## config.mk

```make
export PLATFORM = sky130hd
export DESIGN_NAME = hex_record_line_parser
export DESIGN_NICKNAME = d
export VERILOG_FILES = /design/src/design/hrlp_pkg.sv /design/src/design/hrlp_core.sv /design/src/design/hex_record_line_parser.sv
export VERILOG_INCLUDE_DIRS = /design/src /design/src/design
export SDC_FILE = /design/constraint.sdc
export NUM_CORES = 1
export LEC_CHECK = 0
export ABC_CLOCK_PERIOD_IN_PS = 4500
export BUFFER_PORTS_ARGS = -buffer_cell sky130_fd_sc_hd__buf_2
export CORE_MARGIN = 2
export CORE_UTILIZATION = 51
export CTS_CLUSTER_SIZE = 24
export DETAILED_ROUTE_END_ITERATION = 7
export GPL_TIMING_DRIVEN = 0
export PLACE_DENSITY_LB_ADDON = 0.3
export REMOVE_ABC_BUFFERS = 1
export SETUP_SLACK_MARGIN = 0.5
export SYNTH_ARGS = -nofsm -noshare
export SYNTH_HDL_FRONTEND = slang
export SYNTH_SLANG_ARGS = --single-unit
export TNS_END_PERCENT = 5
```

## constraint.sdc

```tcl
create_clock -name aclk -period 4.5 [get_ports aclk]
set_clock_uncertainty 0.15 [all_clocks]
set_input_delay 0.9 -clock aclk [delete_from_list [all_inputs] [get_ports aclk]]
set_output_delay 0.9 -clock aclk [all_outputs]
set_load 0.005 [all_outputs]
```

## src/design/hex_record_line_parser_assert.svh

```systemverilog
// Assertion macros for the HEX record line parser.
// Used by the top level; expects aclk and aresetn in scope.
`ifndef HEX_RECORD_LINE_PARSER_ASSERT_SVH
`define HEX_RECORD_LINE_PARSER_ASSERT_SVH

// Same-cycle implication, checked out of reset
`define HRLP_ASSERT_IMP(lbl, pre, post, msg) \
    lbl: assert property (@(posedge aclk) disable iff (!aresetn) (pre) |-> (post)) \
        else $error(msg);

// Next-cycle implication, checked out of reset
`define HRLP_ASSERT_NXT(lbl, pre, post, msg) \
    lbl: assert property (@(posedge aclk) disable iff (!aresetn) (pre) |=> (post)) \
        else $error(msg);

`endif

```

## src/design/hrlp_pkg.sv

```systemverilog
// Shared types and codes for the HEX record line parser.
// No dependencies.
package hrlp_pkg;

    // Line framing characters
    localparam logic [7:0] CH_COLON   = 8'h3A;
    localparam logic [7:0] CH_NEWLINE = 8'h0A;

    // Record type codes
    localparam logic [7:0] REC_DATA = 8'h00;
    localparam logic [7:0] REC_EOF  = 8'h01;
    localparam logic [7:0] REC_EXT  = 8'h04;

    // Result kinds
    typedef enum logic [2:0] {
        KIND_DATA   = 3'd0,
        KIND_EMPTY  = 3'd1,
        KIND_EOF    = 3'd2,
        KIND_COLON  = 3'd3,
        KIND_TYPE   = 3'd4,
        KIND_BADHEX = 3'd5
    } kind_t;

    // Input word: one character of the stream
    typedef struct packed {
        logic [7:0] ch;
        logic       start_of_file;
    } in_t;

    // Result word
    typedef struct packed {
        kind_t       kind;
        logic [7:0]  data_byte;
        logic [7:0]  byte_index;
        logic [7:0]  record_length;
        logic [31:0] record_address;
        logic        last;
    } out_t;

    // Step result handed from the decoder to the top level
    typedef struct packed {
        logic valid;
        out_t res;
    } step_t;

endpackage

```

## src/design/hrlp_core.sv

```systemverilog
// Line decoder state and per-character step logic.
// Depends on hrlp_pkg.
module hrlp_core
    import hrlp_pkg::*;
(
    input  logic  aclk,
    input  logic  aresetn,
    input  logic  step_en,
    input  in_t   item,
    output step_t step
);

    typedef enum logic [2:0] {
        PH_START,
        PH_HEADER,
        PH_DATA,
        PH_EXT,
        PH_SKIP
    } phase_t;

    phase_t      phase_reg, phase_next;
    logic [8:0]  count_reg, count_next;
    logic [7:0]  len_reg, len_next;
    logic [15:0] low_reg, low_next;
    logic [15:0] high_reg, high_next;
    logic [15:0] acc_reg, acc_next;

    logic        is_hex;
    logic [3:0]  nib;
    logic [15:0] high_eff;
    logic [15:0] acc_shift;
    logic [8:0]  count_inc;
    logic [7:0]  pair_count;

    // Decode one hex digit, either case
    always_comb begin
        is_hex = 1'b1;
        nib    = '0;
        if (item.ch >= 8'h30 && item.ch <= 8'h39) begin
            nib = item.ch[3:0];
        end else if ((item.ch >= 8'h41 && item.ch <= 8'h46) ||
                     (item.ch >= 8'h61 && item.ch <= 8'h66)) begin
            nib = item.ch[3:0] + 4'd9;
        end else begin
            is_hex = 1'b0;
        end
    end

    assign high_eff   = item.start_of_file ? '0 : high_reg;
    assign acc_shift  = {acc_reg[11:0], nib};
    assign count_inc  = count_reg + 9'd1;
    assign pair_count = count_inc[8:1];

    // Advance the line state by one character
    always_comb begin
        phase_next = phase_reg;
        count_next = count_reg;
        len_next   = len_reg;
        low_next   = low_reg;
        high_next  = high_eff;
        acc_next   = acc_reg;
        step       = '0;
        step.res.kind = KIND_DATA;

        case (phase_reg)
            PH_START: begin
                if (item.ch == CH_COLON) begin
                    phase_next = PH_HEADER;
                    count_next = '0;
                    acc_next   = '0;
                end else begin
                    if (item.ch != CH_NEWLINE) begin
                        phase_next = PH_SKIP;
                    end
                    step.valid    = 1'b1;
                    step.res.kind = KIND_COLON;
                    step.res.last = 1'b1;
                end
            end
            PH_SKIP: begin
                if (item.ch == CH_NEWLINE) begin
                    phase_next = PH_START;
                end
            end
            PH_HEADER, PH_DATA, PH_EXT: begin
                if (item.ch == CH_NEWLINE || !is_hex) begin
                    // Short line or bad digit
                    phase_next    = (item.ch == CH_NEWLINE) ? PH_START : PH_SKIP;
                    step.valid    = 1'b1;
                    step.res.kind = KIND_BADHEX;
                    step.res.last = 1'b1;
                end else begin
                    acc_next   = acc_shift;
                    count_next = count_inc;
                    if (phase_reg == PH_HEADER) begin
                        if (count_inc == 9'd2) begin
                            len_next = acc_shift[7:0];
                        end else if (count_inc == 9'd6) begin
                            low_next = acc_shift;
                        end else if (count_inc == 9'd8) begin
                            count_next = '0;
                            acc_next   = '0;
                            case (acc_shift[7:0])
                                REC_DATA: begin
                                    if (len_reg == 8'd0) begin
                                        phase_next = PH_SKIP;
                                        step.valid = 1'b1;
                                        step.res.kind = KIND_EMPTY;
                                        step.res.record_address = {high_eff, low_reg};
                                        step.res.last = 1'b1;
                                    end else begin
                                        phase_next = PH_DATA;
                                    end
                                end
                                REC_EOF: begin
                                    phase_next    = PH_SKIP;
                                    step.valid    = 1'b1;
                                    step.res.kind = KIND_EOF;
                                    step.res.last = 1'b1;
                                end
                                REC_EXT: begin
                                    phase_next = PH_EXT;
                                end
                                default: begin
                                    phase_next    = PH_SKIP;
                                    step.valid    = 1'b1;
                                    step.res.kind = KIND_TYPE;
                                    step.res.last = 1'b1;
                                end
                            endcase
                        end
                    end else if (phase_reg == PH_EXT) begin
                        if (count_inc == 9'd4) begin
                            high_next  = acc_shift;
                            phase_next = PH_SKIP;
                        end
                    end else if (!count_inc[0]) begin
                        // Second digit of a pair completes a data byte
                        step.valid = 1'b1;
                        step.res.kind = KIND_DATA;
                        step.res.data_byte = acc_shift[7:0];
                        step.res.byte_index = pair_count - 8'd1;
                        step.res.record_length = len_reg;
                        step.res.record_address = {high_eff, low_reg};
                        step.res.last = (pair_count >= len_reg);
                        if (pair_count >= len_reg) begin
                            phase_next = PH_SKIP;
                        end
                    end
                end
            end
            default: begin
                phase_next = (item.ch == CH_NEWLINE) ? PH_START : PH_SKIP;
            end
        endcase
    end

    // Hold state; update only when a word is consumed
    always_ff @(posedge aclk) begin
        if (!aresetn) begin
            phase_reg <= PH_START;
            count_reg <= '0;
            len_reg   <= '0;
            low_reg   <= '0;
            high_reg  <= '0;
            acc_reg   <= '0;
        end else if (step_en) begin
            phase_reg <= phase_next;
            count_reg <= count_next;
            len_reg   <= len_next;
            low_reg   <= low_next;
            high_reg  <= high_next;
            acc_reg   <= acc_next;
        end
    end

endmodule

```

## src/design/hex_record_line_parser.sv

```systemverilog
// Intel HEX line parser: one ASCII character per input word, at most one
// result word per character. A character is registered, decoded against the
// line state, and its result lands in an output register; the block sustains
// one character per cycle while the output is not stalled, through the input
// register and the output register. A stalled output holds the pipeline only
// once both registers are full.
// Depends on hrlp_pkg, hrlp_core and hex_record_line_parser_assert.svh.
`include "hex_record_line_parser_assert.svh"

module hex_record_line_parser
    import hrlp_pkg::*;
(
    input  logic aclk,
    input  logic aresetn,
    input  logic s_valid,
    output logic s_ready,
    input  in_t  s_data,
    output logic m_valid,
    input  logic m_ready,
    output out_t m_data
);

    logic  in_valid_reg;
    in_t   in_data_reg;
    logic  out_valid_reg;
    out_t  out_data_reg;
    logic  out_free;
    logic  step_en;
    step_t step;

    assign out_free = !out_valid_reg || m_ready;
    assign step_en  = in_valid_reg && out_free;
    assign s_ready  = !in_valid_reg || out_free;
    assign m_valid  = out_valid_reg;
    assign m_data   = out_data_reg;

    // Input register: take a word when empty or whenever the held one moves on
    always_ff @(posedge aclk) begin
        if (!aresetn) begin
            in_valid_reg <= 1'b0;
        end else if (s_ready) begin
            in_valid_reg <= s_valid;
        end
    end

    always_ff @(posedge aclk) begin
        if (s_valid && s_ready) begin
            in_data_reg <= s_data;
        end
    end

    hrlp_core u_core (
        .aclk    (aclk),
        .aresetn (aresetn),
        .step_en (step_en),
        .item    (in_data_reg),
        .step    (step)
    );

    // Result register: load on a step that yields a result, drop when taken
    always_ff @(posedge aclk) begin
        if (!aresetn) begin
            out_valid_reg <= 1'b0;
        end else if (out_free) begin
            out_valid_reg <= step_en && step.valid;
        end
    end

    always_ff @(posedge aclk) begin
        if (out_free && step_en && step.valid) begin
            out_data_reg <= step.res;
        end
    end

    `HRLP_ASSERT_IMP(a_nondata_last, m_valid && m_data.kind != KIND_DATA, m_data.last, "non-data result without last")
    `HRLP_ASSERT_IMP(a_nondata_zero, m_valid && m_data.kind != KIND_DATA, m_data.data_byte == 8'd0 && m_data.byte_index == 8'd0, "non-data result with byte fields set")
    `HRLP_ASSERT_IMP(a_data_index, m_valid && m_data.kind == KIND_DATA, m_data.byte_index < m_data.record_length, "data byte index beyond record length")
    `HRLP_ASSERT_NXT(a_stall_holds, in_valid_reg && !out_free, in_valid_reg && $stable(in_data_reg), "held input word lost under stall")

endmodule
```

==> metrics.csv, run 1 <==
stage,metric,value,unit
die,number of placement rows,40,
global_route,largest net degree at the start of global routing,57,
cts,TritonCTS buffer count,17,
setup_path,data required time of the worst path,4.46,ns
synth,multiplexer area fraction after synthesis,2.061,%
cts,Clock Latency Late Sink,0.41,ns
die,Chip Height,115.3,um
synth,"EDFF count, synth",69,
setup_path,kind of end point of the critical path,flip-flop,
global_route,overall fraction of global-route tracks in use,21.32,%
cts,worst-case clock buffer depth,2,
power,leakage dissipation,0.002733,uW
synth,"area fraction in and, or, nand and nor cells after synthesis",23.56,%
die,die extent in x,115.3,um
synth,mean instance size in the synthesized netlist,10.13,um2
placement,detailed placer's ending HPWL,8750,um
global_route,overflow left after global routing,0,
drt,drc violations,0,
drt,iteration-0 DRC count of the detailed router,407,
drt,Via Count,4736,
synth,dominant cell type by area after synthesis,sky130_fd_sc_hd__edfxtp_1,
min_path,HP Class,flip-flop to flip-flop,
drt,number of vias per cell,5.520,
timing,Tcrit/Tclk final,83.02,%
timing,slew at the pin closest to its max-slew limit,1.221,ns
drt,final routed wire length divided by cell count,15.77,um
placement,routability-driven placement congestion ratio,0.8921,
synth,top cell type's share of synthesized area,32.82,%
cts,number of buffers inserted by hold repair at cts,0,
power,overall power after layout,2918,uW
die,initial cell density of the core,52.34,%
global_route,number of antenna violations at the first check in global routing,0,
placement,Port-buffer cells,74,
synth,yosys synthesis warning count,0,
drt,remaining antenna violation count after routing,0,
global_route,first-pass GRT wire length,21970,um
cts,CTS Root Cell,sky130_fd_sc_hd__clkbuf_16,
cells_and_area,area overhead of the layout relative to synthesis,16.77,%
setup_path,arrival time worst endpoint,3.70,ns
timing,Max Clock Freq,267.7,MHz
synth,"Primary FF master, synth",sky130_fd_sc_hd__edfxtp_1,
cts,clock net sink count,135,
synth,"Distinct cells, synth",58,
setup_path,crit path kind,flip-flop to flip-flop,
drt,number of iterations in the first detailed-routing pass,5,
synth,Seq cells post-synth,135,
setup_path,sort of element at the start of the critical path,flip-flop,
cells_and_area,# nets final,706,
synth,Post-Syn Area,6314,um2
synth,post-synthesis instance total,623,
synth,top post-synthesis cells by area,"sky130_fd_sc_hd__edfxtp_1 (33%), sky130_fd_sc_hd__dfxtp_1 (21%), sky130_fd_sc_hd__nor2_1 (3.7%)",
synth,combinational family with the most area after synthesis,simple AND/OR/NAND/NOR gates,
die,I/O pin cnt,75,
setup_path,top fanout value on the critical path,32,
synth,xor and xnor area share after synthesis,1.665,%
timing,Final setup viols,0,
synth,"Seq/Total Area, Yosys",53.75,%
cts,clock tree from TritonCTS,done,
flow_run,max-cap violations,0,
synth,proportion of synthesized flip-flops having asynchronous set or reset,0,%
cells_and_area,"flip-flop count of the largest register, all copies and words added",60,
power,power per standard cell area,395.8,nW/um2
cells_and_area,Layout Utilization,61.12,%
synth,top cell types by occurrence after synthesis,"sky130_fd_sc_hd__edfxtp_1 (69), sky130_fd_sc_hd__dfxtp_1 (66), sky130_fd_sc_hd__nor2_1 (63), sky130_fd_sc_hd__nand3_1 (46), sky130_fd_sc_hd__nand2_1 (41)",
placement,placed cell count,826,
timing,Final Max Tran Viols,0,
timing,final-report hold violation count,0,
timing,Final Critical Period,3.736,ns
drt,total wire length after detailed routing,13530,um
die,Total Die Area,13290,um2
timing,worst slew slack as a fraction of its limit,17.87,%
cts,Clock H-tree levels,4,
synth,Compound-Gate Fraction of Synth Area,11.45,%
cts,"CTS clk-pin slew, worst paths",0.06,ns
setup_path,worst reg2reg setup slack,0.76,ns
cells_and_area,"count of placed standard cells in the final layout, fillers left out",858,
synth,Adder-Cell Fraction of Synth Area,3.171,%
power,maximum resistive drop on vdd,0.0002860,V
status,run status,"complete, no violations",
cells_and_area,diodes inserted,0,
timing,setup repair after global routing missed its margin,true,
global_route,number of global-route vias before repair,4358,
synth,cell with the most instances after synthesis,sky130_fd_sc_hd__edfxtp_1,
cells_and_area,proportion of layout cells with a drive suffix above 1,17.83,%
die,placeable core region,12060,um2
where the power goes:
part / internal (uW) / switching, uW / leakage, uW / total, uW
logic: 37.6 / 70.7 / 0.00123 / 108
registers: 1320 / 15.6 / 0.00121 / 1340
clock network: 933 / 540 / 0.000297 / 1470
kinds of logic (layout without fill, tap and decap cells):
family,after synthesis,in the layout
AO/OA/AOI/OAI,106,106
buffers and inverters,64,131
AND/OR/NAND/NOR,277,277
XOR/XNOR,12,12
flip-flops,135,135
multiplexers,13,13
adder cells (fa/ha/maj),16,16
final cells by class:
cell class                 count  area [um2]
timing repair buffer          76       401.6
inverter                      23       86.33
multi-input combinational    424        2656
fill                         975        4690
sequential                   135        3393
tap                          168       210.2
clock buffer                  18       429.2
clock inverter                14       195.2
worst paths after layout:
check / start / to / cells past startpoint
worst max-delay path: u_core.count_reg[0]$_SDFFE_PN0P_ / m_data[8]$_SDFFCE_PP0P_ / 9
worst min-delay path: u_core.low_reg[15]$_SDFFE_PN0P_ / u_core.low_reg[15]$_SDFFE_PN0P_ / 2
worst max register to register: u_core.count_reg[0]$_SDFFE_PN0P_ / m_data[8]$_SDFFCE_PP0P_ / 9
worst min register to register: u_core.low_reg[15]$_SDFFE_PN0P_ / u_core.low_reg[15]$_SDFFE_PN0P_ / 2
stage by stage:
stage	setup WS [ns]	hold slack [ns]	cell area [um2]	setup TNS [ns]
after detailed placement	0.1223	0.2939	6744	0
after floorplan	0.5259	0.2817	6126	0
after global routing	0.4922	0.3243	7372	0
after global placement	-0.3157	0.2914	6706	-18.71
final	0.7640	0.2994	7372	0
after CTS	0.5198	0.3020	7368	0
repair_timing:
| action | 4_1_cts | 5_1_grt |
|---|---|---|
| gates resized for setup | 0 | 1 |
| setup endpoints to repair | 0 | 36 |
| setup buffers | 0 | 0 |
cells in the final DEF, fill, tap and decap left out, types with 18 or more instances in the layout:
cell                       Yosys  final
sky130_fd_sc_hd__o211ai_1     19     19
sky130_fd_sc_hd__inv_1        23     22
sky130_fd_sc_hd__nand2_1      41     41
sky130_fd_sc_hd__and2_1       24     24
sky130_fd_sc_hd__buf_2         8     74
sky130_fd_sc_hd__dfxtp_1      66     66
sky130_fd_sc_hd__a21oi_1      34     34
sky130_fd_sc_hd__nor2_1       63     63
sky130_fd_sc_hd__edfxtp_1     69     69
sky130_fd_sc_hd__nand3_1      46     46
sky130_fd_sc_hd__nand3b_1     18     18
critical path, cell delays in order (launching register included):
cell	delay, ns
sky130_fd_sc_hd__dfxtp_1	0.48
sky130_fd_sc_hd__ha_1	0.30
sky130_fd_sc_hd__nand3_1	0.15
sky130_fd_sc_hd__nor3_1	0.31
sky130_fd_sc_hd__nand3_1	0.28
sky130_fd_sc_hd__a211oi_4	0.46
sky130_fd_sc_hd__o211ai_1	0.19
sky130_fd_sc_hd__nand2_1	0.15
sky130_fd_sc_hd__and3_2	0.65
sky130_fd_sc_hd__buf_12	0.29
layer usage:
| layer | wire [um] | up-vias | GRT usage [%] |
|---|---|---|---|
| met4 | 187 | 0 | 7.631 |
| met3 | 809 | 14 | 4.850 |
| li1 | - | 2352 | - |
| met2 | 6203 | 157 | 32.04 |
| met1 | 6333 | 2213 | 30.36 |
| met5 | 0 | - | 0 |
Power figures use the tool's default switching activity.
==> run 2: changes to the inputs <==
ABC_AREA = 1   (was not set)
ABC_CLOCK_PERIOD_IN_PS = 3100   (was 4500)
clock period = 3.1 ns   (was 4.5 ns; I/O delays follow)
==> run 2 against run 1 <==
Effect of this change: utilization grew 5.6 points; first-iteration DRC count grew 50%; global-route usage grew 2.5 points; power grew 45%; sequential power grew 47%; cell area grew 14%; setup slack lost 0.23 ns; critical endpoint is now u_core.count_reg[3]$_SDFFE_PN0P_; largest cell class unchanged.
==> metrics.csv, run 2 <==
stage,metric,value,unit
setup_path,sort of element at the start of the critical path,flip-flop,
timing,Final Critical Period,2.567,ns
synth,mean instance size in the synthesized netlist,8.174,um2
die,die extent in x,117.1,um
synth,yosys synthesis warning count,0,
placement,minimum setup slack after placement,-0.7508,ns
cells_and_area,final standard cell area without fillers,8387,um2
cells_and_area,Filler cells,1001,
power,maximum resistive drop on vdd,0.0002591,V
timing,Max Clock Freq,389.6,MHz
synth,"Distinct cells, synth",33,
cts,clock tree from TritonCTS,done,
timing,Tcrit/Tclk final,82.79,%
power,Comb power frac,8.9,%
setup_path,kind of end point of the critical path,flip-flop,
setup_path,data required time of the worst path,3.28,ns
power,fraction of power consumed by the clock network,44.4,%
synth,Seq cells post-synth,135,
drt,final routed wire length divided by cell count,14.97,um
drt,number of iterations in the first detailed-routing pass,5,
global_route,largest net degree at the start of global routing,39,
cts,Clock Latency Late Sink,0.43,ns
setup_path,crit path kind,flip-flop to flip-flop,
timing,slew at the pin closest to its max-slew limit,1.301,ns
synth,cell with the most instances after synthesis,sky130_fd_sc_hd__nand2_1,
cells_and_area,"flip-flop count of the largest register, all copies and words added",60,
placement,routability-driven placement congestion ratio,0.8804,
cts,number of buffers inserted by hold repair at cts,0,
placement,total cell area at the placement stage,6962,um2
min_path,HP Class,input pin to flip-flop,
drt,remaining antenna violation count after routing,0,
cells_and_area,proportion of layout cells with a drive suffix above 1,28.23,%
drt,iteration-0 DRC count of the detailed router,610,
die,number of placement rows,41,
cells_and_area,Layout Utilization,66.73,%
synth,Post-Syn Area,6523,um2
global_route,first-pass GRT wire length,24470,um
cells_and_area,diodes inserted,0,
global_route,overflow left after global routing,0,
placement,Port-buffer cells,74,
timing,final-layout setup total negative slack,0,ns
power,cell internal pwr,3249,uW
placement,detailed placer's ending HPWL,9184,um
drt,total wire length after detailed routing,16260,um
synth,top cell type's share of synthesized area,31.77,%
power,overall power after layout,4218,uW
setup_path,top fanout value on the critical path,21,
synth,"Seq/Total Area, Yosys",52.02,%
synth,top cell types by occurrence after synthesis,"sky130_fd_sc_hd__nand2_1 (159), sky130_fd_sc_hd__inv_1 (117), sky130_fd_sc_hd__nor2_1 (79), sky130_fd_sc_hd__edfxtp_1 (69)",
cts,TritonCTS buffer count,17,
cts,CTS Root Cell,sky130_fd_sc_hd__clkbuf_16,
power,net switching share of the total power,22.98,%
drt,number of vias per cell,5.266,
timing,worst slew slack as a fraction of its limit,13.20,%
die,Total Die Area,13710,um2
drt,Via Count,5719,
die,Chip Height,117.1,um
synth,"Primary FF master, synth",sky130_fd_sc_hd__edfxtp_1,
cts,"CTS clk-pin slew, worst paths",0.06,ns
timing,final worst-path setup slack,0.5334,ns
synth,proportion of synthesized flip-flops having asynchronous set or reset,0,%
cells_and_area,# nets final,930,
cts,worst-case clock buffer depth,2,
cells_and_area,"commonest cells after routing, fill and taps aside","sky130_fd_sc_hd__nand2_1 (140), sky130_fd_sc_hd__inv_1 (108), sky130_fd_sc_hd__buf_2 (74)",
synth,post-synthesis instance total,798,
synth,dominant cell type by area after synthesis,sky130_fd_sc_hd__edfxtp_1,
flow_run,max-cap violations,0,
synth,top post-synthesis cells by area,"sky130_fd_sc_hd__edfxtp_1 (32%), sky130_fd_sc_hd__dfxtp_1 (20%), sky130_fd_sc_hd__nand2_1 (9.2%)",
global_route,number of antenna violations at the first check in global routing,0,
timing,setup repair after global routing missed its margin,true,
global_route,overall fraction of global-route tracks in use,23.78,%
timing,Final Max Tran Viols,0,
cts,Clock H-tree levels,4,
global_route,number of global-route vias before repair,4963,
status,run status,"complete, no violations",
cells_and_area,area overhead of the layout relative to synthesis,28.58,%
power,leakage dissipation,0.003442,uW
drt,drc violations,0,
power,power per standard cell area,503.0,nW/um2
power,part of the power in registers,46.6,%
timing,Final setup viols,0,
setup_path,arrival time worst endpoint,2.75,ns
die,I/O pin cnt,75,
timing,final-report hold violation count,0,
die,initial cell density of the core,51.90,%
synth,"EDFF count, synth",69,
cells_and_area,"most common cell after layout, fill and taps aside",sky130_fd_sc_hd__nand2_1,
cts,clock net sink count,135,
die,placeable core region,12570,um2
power,net switching power,969.5,uW
run 2: changes by cell type after synthesis, moves of 19 or more:
| cell | previous run | this run |
|---|---|---|
| sky130_fd_sc_hd__a21oi_1 | 34 | 58 |
| sky130_fd_sc_hd__nand3_1 | 46 | 66 |
| sky130_fd_sc_hd__nor2_2 | 0 | 38 |
| sky130_fd_sc_hd__inv_1 | 23 | 117 |
| sky130_fd_sc_hd__and2_1 | 24 | 0 |
| sky130_fd_sc_hd__nand2_1 | 41 | 159 |
| sky130_fd_sc_hd__o21ai_0 | 11 | 35 |
| sky130_fd_sc_hd__o211ai_1 | 19 | 0 |
run 2: cells by family (layout without fill, tap and decap cells):
logic type | after synthesis | after routing | share of synthesized area [%]
adders and majority gates | 16 | 16 | 3.069
DFF | 135 | 135 | 52.02
and+or+nand+nor | 385 | 388 | 26.63
AOI/OAI and AO/OA | 104 | 104 | 8.249
xor gates and xnor gates | 3 | 3 | 0.4029
buffers and inverters | 155 | 268 | 9.630
run 2: critical path, stage by stage, from the launching register on:
cell                       delay [ns]
sky130_fd_sc_hd__edfxtp_1        0.44
sky130_fd_sc_hd__inv_2           0.11
sky130_fd_sc_hd__buf_4           0.12
sky130_fd_sc_hd__ha_1            0.13
sky130_fd_sc_hd__and3_1          0.19
sky130_fd_sc_hd__nand2_1         0.08
sky130_fd_sc_hd__nand2_1         0.22
sky130_fd_sc_hd__nand2_1         0.12
sky130_fd_sc_hd__nor3_1          0.27
sky130_fd_sc_hd__nand2_1         0.18
sky130_fd_sc_hd__inv_6           0.19
sky130_fd_sc_hd__nand3_1         0.13
sky130_fd_sc_hd__a21oi_1         0.15
run 2: final timing paths:
| path | slack (ns) | from | cells after the start | to |
|---|---|---|---|---|
| worst max-delay path | 0.53 | in_data_reg[1]$_DFFE_PP_ | 12 | u_core.count_reg[3]$_SDFFE_PN0P_ |
| worst min-delay path | 0.21 | s_data[4] | 1 | in_data_reg[4]$_DFFE_PP_ |
| worst max register to register | 0.53 | in_data_reg[1]$_DFFE_PP_ | 12 | u_core.count_reg[3]$_SDFFE_PN0P_ |
| worst min register to register | 0.33 | u_core.high_reg[2]$_SDFFE_PN0P_ | 2 | u_core.high_reg[2]$_SDFFE_PN0P_ |
run 2: power groups by stage:
stage	Combinational (uW)	Sequential [uW]	Clock, uW
final	376	1970	1870
after global routing	411	1970	1970
after CTS	318	1970	1880
after detailed placement	261	2010	0
after global placement	251	2010	0
after floorplan	150	2020	0
run 2: cell type report:
type	instances	area [um2]	area share, %
Clock inverter	4	47.55	0.5669
Tap cell	172	215.2	2.566
Timing Repair inverter	2	25.02	0.2984
Inverter	123	493.0	5.878
Sequential cell	135	3417	40.74
Multi-Input combinational cell	511	2875	34.28
Clock buffer	28	496.7	5.923
Timing Repair Buffer	111	817.0	9.742
run 2: stage by stage:
step                      hold WS [ns]  std cells
after floorplan                 0.2954        766
after global placement          0.3040       1012
after detailed placement        0.3132       1013
after CTS                       0.2050       1069
after global routing            0.1951       1086
final                           0.2133       1086
run 2: timing repair:
item                                    in CTS  in global routing
gates cloned                                 5                  6
endpoints found under the setup margin     175                162
setup buffers                               19                 11
pin swaps                                   13                 21
gates resized for setup                     48                 72
run 2: routing by layer:
metal	up-vias	global-route usage, %	share of wire (%)
li1	2784	-	-
met1	2629	32.30	42
met2	271	35.68	47
met3	35	7.003	9.2
met4	0	9.961	2.3
met5	-	0	0
==> run 3: changes to the inputs <==
ABC_CLOCK_PERIOD_IN_PS = 2400   (was 3100)
clock period = 2.4 ns   (was 3.1 ns; I/O delays follow)
==> run 3 against run 2 <==
Effect of this change: via count is 2.4% higher; cell area is 1.3% higher; clock power increased by 29%; wire length rose by 4.1%; critical path type unchanged; die area did not move; hold slack worse by 0.14 ns; combinational power grew 31%; the run now ends with negative setup slack left.
==> metrics.csv, run 3 (synthesized netlist as in run 2, its figures left out) <==
stage,metric,value,unit
cells_and_area,"count of placed standard cells in the final layout, fillers left out",1093,
cts,Clock H-tree levels,4,
timing,Final Max Tran Viols,0,
placement,routability-driven placement congestion ratio,0.8804,
setup_path,sort of element at the start of the critical path,flip-flop,
cells_and_area,area overhead of the layout relative to synthesis,30.25,%
status,failing checks,negative setup slack,
timing,slew at the pin closest to its max-slew limit,1.314,ns
timing,Max Clock Freq,382.2,MHz
cts,Clock Latency Late Sink,0.43,ns
cts,clock tree from TritonCTS,done,
min_path,HP Class,input pin to flip-flop,
cells_and_area,proportion of layout cells with a drive suffix above 1,28.77,%
global_route,largest net degree at the start of global routing,39,
drt,final routed wire length divided by cell count,15.49,um
global_route,number of global-route vias before repair,5247,
cts,number of buffers inserted by hold repair at cts,0,
cells_and_area,"most common cell after layout, fill and taps aside",sky130_fd_sc_hd__nand2_1,
cts,"CTS clk-pin slew, worst paths",0.06,ns
timing,final-report hold violation count,0,
min_path,hold endpoint,in_data_reg[4]$_DFFE_PP_,
setup_path,top fanout value on the critical path,6,
global_route,overall fraction of global-route tracks in use,25.53,%
placement,detailed placer's ending HPWL,9184,um
setup_path,largest incremental delay on the critical path,0.44,ns
setup_path,worst reg2reg setup slack,-0.22,ns
drt,drc violations,0,
setup_path,"critical path, cell by cell",inv_2 > ha_4 > inv_2 > nand3_4 > nand3_4 > a21oi_4 > buf_6 > nand2_4 > nand2_4 > nor2_4 > buf_6 > nand3_4 > nor2_4 > buf_6 > nor2_4 > buf_6 > buf_12 > nor2_2,
cells_and_area,"flip-flop count of the largest register, all copies and words added",60,
setup_path,Critical-path top delay cell,sky130_fd_sc_hd__edfxtp_1,
cells_and_area,Filler cells,957,
placement,total cell area at the placement stage,6962,um2
setup_path,arrival time worst endpoint,2.65,ns
cts,clock net sink count,135,
drt,number of vias per cell,5.357,
cells_and_area,# nets final,937,
flow_run,max-cap violations,0,
placement,placed cell count,1013,
min_path,Worst Hold Depth,1,
cts,worst-case clock buffer depth,2,
placement,Port-buffer cells,74,
cts,CTS Root Cell,sky130_fd_sc_hd__clkbuf_16,
setup_path,data required time of the worst path,2.43,ns
timing,Min Hold Slack,0.07562,ns
setup_path,crit path kind,flip-flop to flip-flop,
global_route,first-pass GRT wire length,26290,um
setup_path,Critical R2R Launch,in_data_reg[1]$_DFFE_PP_,
drt,remaining antenna violation count after routing,0,
setup_path,kind of end point of the critical path,flip-flop,
timing,worst slew slack as a fraction of its limit,12.30,%
die,I/O pin cnt,75,
power,overall power after layout,5454,uW
drt,Via Count,5855,
drt,number of iterations in the first detailed-routing pass,7,
setup_path,CP dominant cell by count,sky130_fd_sc_hd__buf_6,
cells_and_area,"commonest cells after routing, fill and taps aside","sky130_fd_sc_hd__nand2_1 (140), sky130_fd_sc_hd__inv_1 (106), sky130_fd_sc_hd__buf_2 (74)",
setup_path,endpoint of the most critical register-to-register path,m_data[20]$_SDFFCE_PP0P_,
die,Chip Height,117.1,um
placement,minimum setup slack after placement,-1.451,ns
power,leakage dissipation,0.003481,uW
cts,TritonCTS buffer count,17,
min_path,Hold Startpoint,s_data[4],
drt,total wire length after detailed routing,16930,um
die,die extent in x,117.1,um
status,run status,"complete, but fails checks",
timing,Final setup viols,117,
cells_and_area,diodes inserted,0,
die,initial cell density of the core,51.90,%
timing,Tcrit/Tclk final,109.0,%
power,maximum resistive drop on vdd,0.0003402,V
global_route,number of antenna violations at the first check in global routing,0,
drt,iteration-0 DRC count of the detailed router,707,
die,placeable core region,12570,um2
die,Total Die Area,13710,um2
timing,setup repair after global routing missed its margin,true,
power,power per standard cell area,641.9,nW/um2
global_route,overflow left after global routing,0,
cells_and_area,final standard cell area without fillers,8496,um2
setup_path,r2r worst-path depth,18,
timing,Final Critical Period,2.617,ns
timing,final worst-path setup slack,-0.2165,ns
die,number of placement rows,41,
## run 3: per-stage QoR
stage	utilization [%]	TNS (ns)
floorplan	-	-86.84
finish	67.60	-14.75
global route	67.60	-28.59
CTS	66.41	-6.879
detailed placement	55.39	-140.68
global placement	55.23	-201.43
## run 3: layout make-up
cell class | instances | area [um2] | area share [%]
Tap cell | 172 | 215.2 | 2.533
Clock inverter | 4 | 47.55 | 0.5596
Timing Repair Buffer | 119 | 900.9 | 10.60
Multi-Input combinational cell | 511 | 2908 | 34.23
Sequential cell | 135 | 3415 | 40.19
Timing Repair inverter | 1 | 16.27 | 0.1915
Inverter | 123 | 496.7 | 5.847
Clock buffer | 28 | 496.7 | 5.847
## run 3: power by group
| part | switching (uW) | leakage, uW | internal [uW] |
|---|---|---|---|
| Clock | 915 | 0.000263 | 1500 |
| Sequential | 33.8 | 0.00121 | 2510 |
| Combinational | 313 | 0.00201 | 179 |
## run 3: timing repair
item / CTS / global route
setup buffers: 34 / 6
resized for setup: 107 / 31
gates cloned: 8 / 0
endpoints found under the setup margin: 185 / 185
pin swaps: 22 / 11
## run 3: worst max path at each step
stage               cells past startpoint                      from                        to
floorplan                              14  in_data_reg[1]$_DFFE_PP_       m_data[0]$_DFFE_PP_
global placement                       14  in_data_reg[1]$_DFFE_PP_  m_data[55]$_SDFFCE_PP0P_
detailed placement                     12  in_data_reg[1]$_DFFE_PP_   m_data[1]$_SDFFCE_PP0P_
CTS                                    18  in_data_reg[1]$_DFFE_PP_  m_data[27]$_SDFFCE_PP0P_
global route                           18  in_data_reg[1]$_DFFE_PP_  m_data[23]$_SDFFCE_PP0P_
finish                                 18  in_data_reg[1]$_DFFE_PP_  m_data[20]$_SDFFCE_PP0P_
## run 3: layer usage
layer | vias to the layer above | wire length (um) | share of wire [%] | global-route usage, %
li1 | 2796 | - | - | -
met1 | 2710 | 7019 | 41 | 33.47
met2 | 295 | 7754 | 46 | 38.69
met3 | 54 | 1523 | 9.0 | 7.261
met4 | 0 | 630 | 3.7 | 13.18
met5 | - | 0 | 0 | 0
## run 3: critical path, delay by kind of cell, from the launching register on
kind | cells | cell delay [ns]
buf+inv | 7 | 0.82
flops | 1 | 0.44
fa+ha+maj | 1 | 0.15
compound gates | 1 | 0.17
simple gates | 9 | 0.63
